### src/sv/swmh_pkg.sv
// Shared types and constants for the sliding window minimum hash unit.
package swmh_pkg;

  localparam int HASH_W         = 64;
  localparam int WSIZE_W        = 7;
  localparam int WINDOW_MAX_DEF = 64;

  // Register indexes on the configuration port
  localparam logic REG_WINDOW_SIZE = 1'b0;

  // Per-cycle command to every cell of the window chain
  typedef struct packed {
    logic shift;   // take the neighbor on the newer side, new hash enters cell 0
    logic rotate;  // take the neighbor on the older side, ring closed
  } swmh_cell_ctl_t;

endpackage

### src/sv/swmh_cell.sv
// One window cell: holds a hash and passes it along the chain.
module swmh_cell
  import swmh_pkg::*;
(
  input  logic                  clk,
  input  swmh_cell_ctl_t        ctl,
  input  logic [HASH_W-1:0]     shift_in,
  input  logic [HASH_W-1:0]     rotate_in,
  output logic [HASH_W-1:0]     data_out
);

  logic [HASH_W-1:0] data_r;

  always_ff @(posedge clk) begin
    if (ctl.shift) begin
      data_r <= shift_in;
    end else if (ctl.rotate) begin
      data_r <= rotate_in;
    end
  end

  assign data_out = data_r;

endmodule
### config.mk
export PLATFORM = sky130hd
export DESIGN_NAME = swmh_cell
export DESIGN_NICKNAME = d
export VERILOG_FILES = /design/src/sv/swmh_pkg.sv /design/src/sv/swmh_cell.sv
export SDC_FILE = /design/constraint.sdc
export NUM_CORES = 1
export LEC_CHECK = 0
export BUFFER_PORTS_ARGS = -buffer_cell sky130_fd_sc_hd__buf_2
export CORE_ASPECT_RATIO = 2
export CORE_MARGIN = 2
export CORE_UTILIZATION = 45
export DETAILED_ROUTE_END_ITERATION = 10
export GPL_TIMING_DRIVEN = 1
export PLACE_DENSITY_LB_ADDON = 0.3
export SLEW_MARGIN = 0
export SYNTH_ARGS = -nofsm -noshare
export SYNTH_HDL_FRONTEND = slang
export SYNTH_SLANG_ARGS = --single-unit
### constraint.sdc
create_clock -name clk -period 8.45 [get_ports clk]
set_input_delay 1.69 -clock clk [delete_from_list [all_inputs] [get_ports clk]]
set_output_delay 1.69 -clock clk [all_outputs]
set_load 0.01 [all_outputs]
==> results.md <==
- Status: completed
- Fmax: 0.2903 GHz
- Clock share of power: 0.388
- Seq/Total Area, Yosys: 0.6615
- Critical path's most frequent cell: buf_4
- Minimum clock period: 3.445 ns
- Fin Hold WS: 1.667 ns
- Mean post-synth cell area: between 20 and 25 µm²
- Hold/Removal Path Class: input pin to register
- Remaining Overflow, GRT: 0
- Max_slew headroom: 0.3124
- Die footprint: 7154 µm²
- Max reg flops: 64
- Vias in the first global route: 2064
- Final nets: 466
- Area Overhead vs Synth: 44.49%
- IO Port Bufs: 194
- CTS sink cnt: 64
- Layout Cells excl Fill: 425
- Hold Path Origin: shift_in[13]
- # IOs: 195
- Max H-tree Level: 3
- Fillers: 487
- Synth top area cells: edfxtp_1 (66%), mux2_4 (25%), mux2_2 (5.8%), buf_6 (2.3%), or2_1 (0.22%)
- Setup TNS: 0 ns
- Yosys top cell by area: edfxtp_1
- Clock buffer depth: 2
- Critical Path End Type: register
- Buffer and inverter count on the worst path: 2
- Largest net degree at the start of global routing: 66
- Vias: 1948
- Area share of the largest cell type after synthesis: 0.6615
- Pre-antenna DRT Iters: 4
- Net Sw Power: 0.0001840 W
- CTS tree: yes
- Max FO, Critical Path: 65
- Fin. Hold Viols: 0
- Worst setup path start: ctl[1]
- Gate Count Post-Synth: about 140
- Measured slew at the worst slew-check pin: 1.031 ns
- Setup CP Type: input pin to register
- Setup Fix Bufs, Post-CTS: 0
- Detailed-route wire length: 6221 µm
- Met3 WL: 513 µm
- Post-Syn Nets: 267
- Count of different cell masters after synthesis: 6
- DIE HEIGHT: 117.6 µm
- Synth warn: 0
- Critical Path, Cell by Cell: buf_4 > or2_2 > buf_4
- Die X: 60.82 µm
- Sequential Power Share: 0.456
- Slowest CP cell: buf_4
- Final Util: 0.6707
- Top Metal Used: met4
- CTS Hold Bufs: 0
- Leak: between 2 and 2.5 nW
- Met1 wire length: 1972 µm
- MaxCap Viol Count: 0
- Global Route Usage Sum: 0.1801
- Power Density: 207.9 nW/µm²
- Critical path required time: 8.39 ns
- Number of gates resized after CTS: 0
- Final Setup Violations: 0
- Int Power: between 0.0006 and 0.0007 W
- Comb power frac: 0.156
- Crit path DAT: between 3 and 4 ns
- Residual DRC: 0
- ANT cells: 0
- Post-route ant nets: 0
- Core ar.: approximately 6300 µm²
- Register area: 1922 µm²
- # rows: 41
- Peak VDD IR: 138.0 µV
- Initial antenna violation count: 0
- Gpl congestion: 0.7611
- CP Launch Type: input pin
- Clock root buffer: clkbuf_16
- First-pass GRT wire length: 9377 µm
- Mapped cell area: about 2900 µm²
- Area of the multi-input gates: a little over 900 µm²
- DP Cell Count: slightly above 400
- RSZ-0062 raised after global routing: false
- CP top delay family: buffers and inverters
- Layout cells sized above 1: 0.8024
- Cts bufs inserted: 9
- Period utilization: 0.4076
- DR WL/cell: ~15 µm
- Starting Density: 0.4642
- Met2 Routed Length: 3500 µm
- Pins over their slew limit: 0
- Sw Ratio: 0.2107
- Vias per cell: 4.584
- Reg clk slew, reported paths: 0.05 ns
- Seq cells post-synth: 64
- Iteration-0 DRC Markers: around 40
- Critical path's largest stage delay: 0.78 ns
==> cells by family (layout without fill, tap and decap cells) <==
| logic type | after synthesis | count (layout) | share of synthesized area |
|---|---|---|---|
| muxes | 64 | 64 | 0.3114 |
| DFF | 64 | 64 | 0.6615 |
| buffers and inverters | 7 | 210 | 0.02498 |
| and+or+nand+nor | 1 | 1 | 0.002155 |
==> layer usage <==
layer,up-vias,track usage
li1,931,-
met1,883,0.1615
met2,116,0.3286
met3,18,0.05604
met4,0,0.09647
met5,-,0
==> placed cells by master, fill, tap and decap left out, drive strengths merged <==
cell type / synthesis / routed
mux2: 64 / 64
edfxtp: 64 / 64
buf: 7 / 195
clkinv: 0 / 5
bufinv: 0 / 1
or2: 1 / 1
clkbuf: 0 / 9
==> stage by stage <==
step                 power, W  worst slack, ns  instance area, µm²
finish              0.0008729            5.005                4198
global route        0.0009077            4.902                4198
CTS                 0.0008827            4.999                4198
detailed placement  0.0005428            4.655                3921
global placement    0.0005394            4.706                3921
floorplan           0.0004755            4.586                2905
==> worst paths after layout <==
| kind | slack (ns) | depth (start not counted) | end |
|---|---|---|---|
| max | 5.01 | 3 | data_out[36] |
| min | 1.67 | 2 | data_out[13] |
==> cell type report <==
cell class	count	area share
sequential	64	0.4578
timing repair buffer	195	0.2337
multi-input combinational	65	0.2170
clock buffer	9	0.05365
tap	86	0.02563
clock inverter	6	0.01222
==> power by group through the flow <==
stage               clock network, W  registers, W   logic, W
floorplan                          0      0.000426  0.0000495
global placement                   0      0.000404   0.000136
detailed placement                 0      0.000405   0.000138
CTS                         0.000345      0.000399   0.000139
global route                0.000359      0.000402   0.000147
finish                      0.000338      0.000398   0.000136
==> cells in the mapped netlist (all sizes together) <==
cell,count
edfxtp,64
mux2,64
buf,7
or2,1
(Power assumes the default switching activity.)
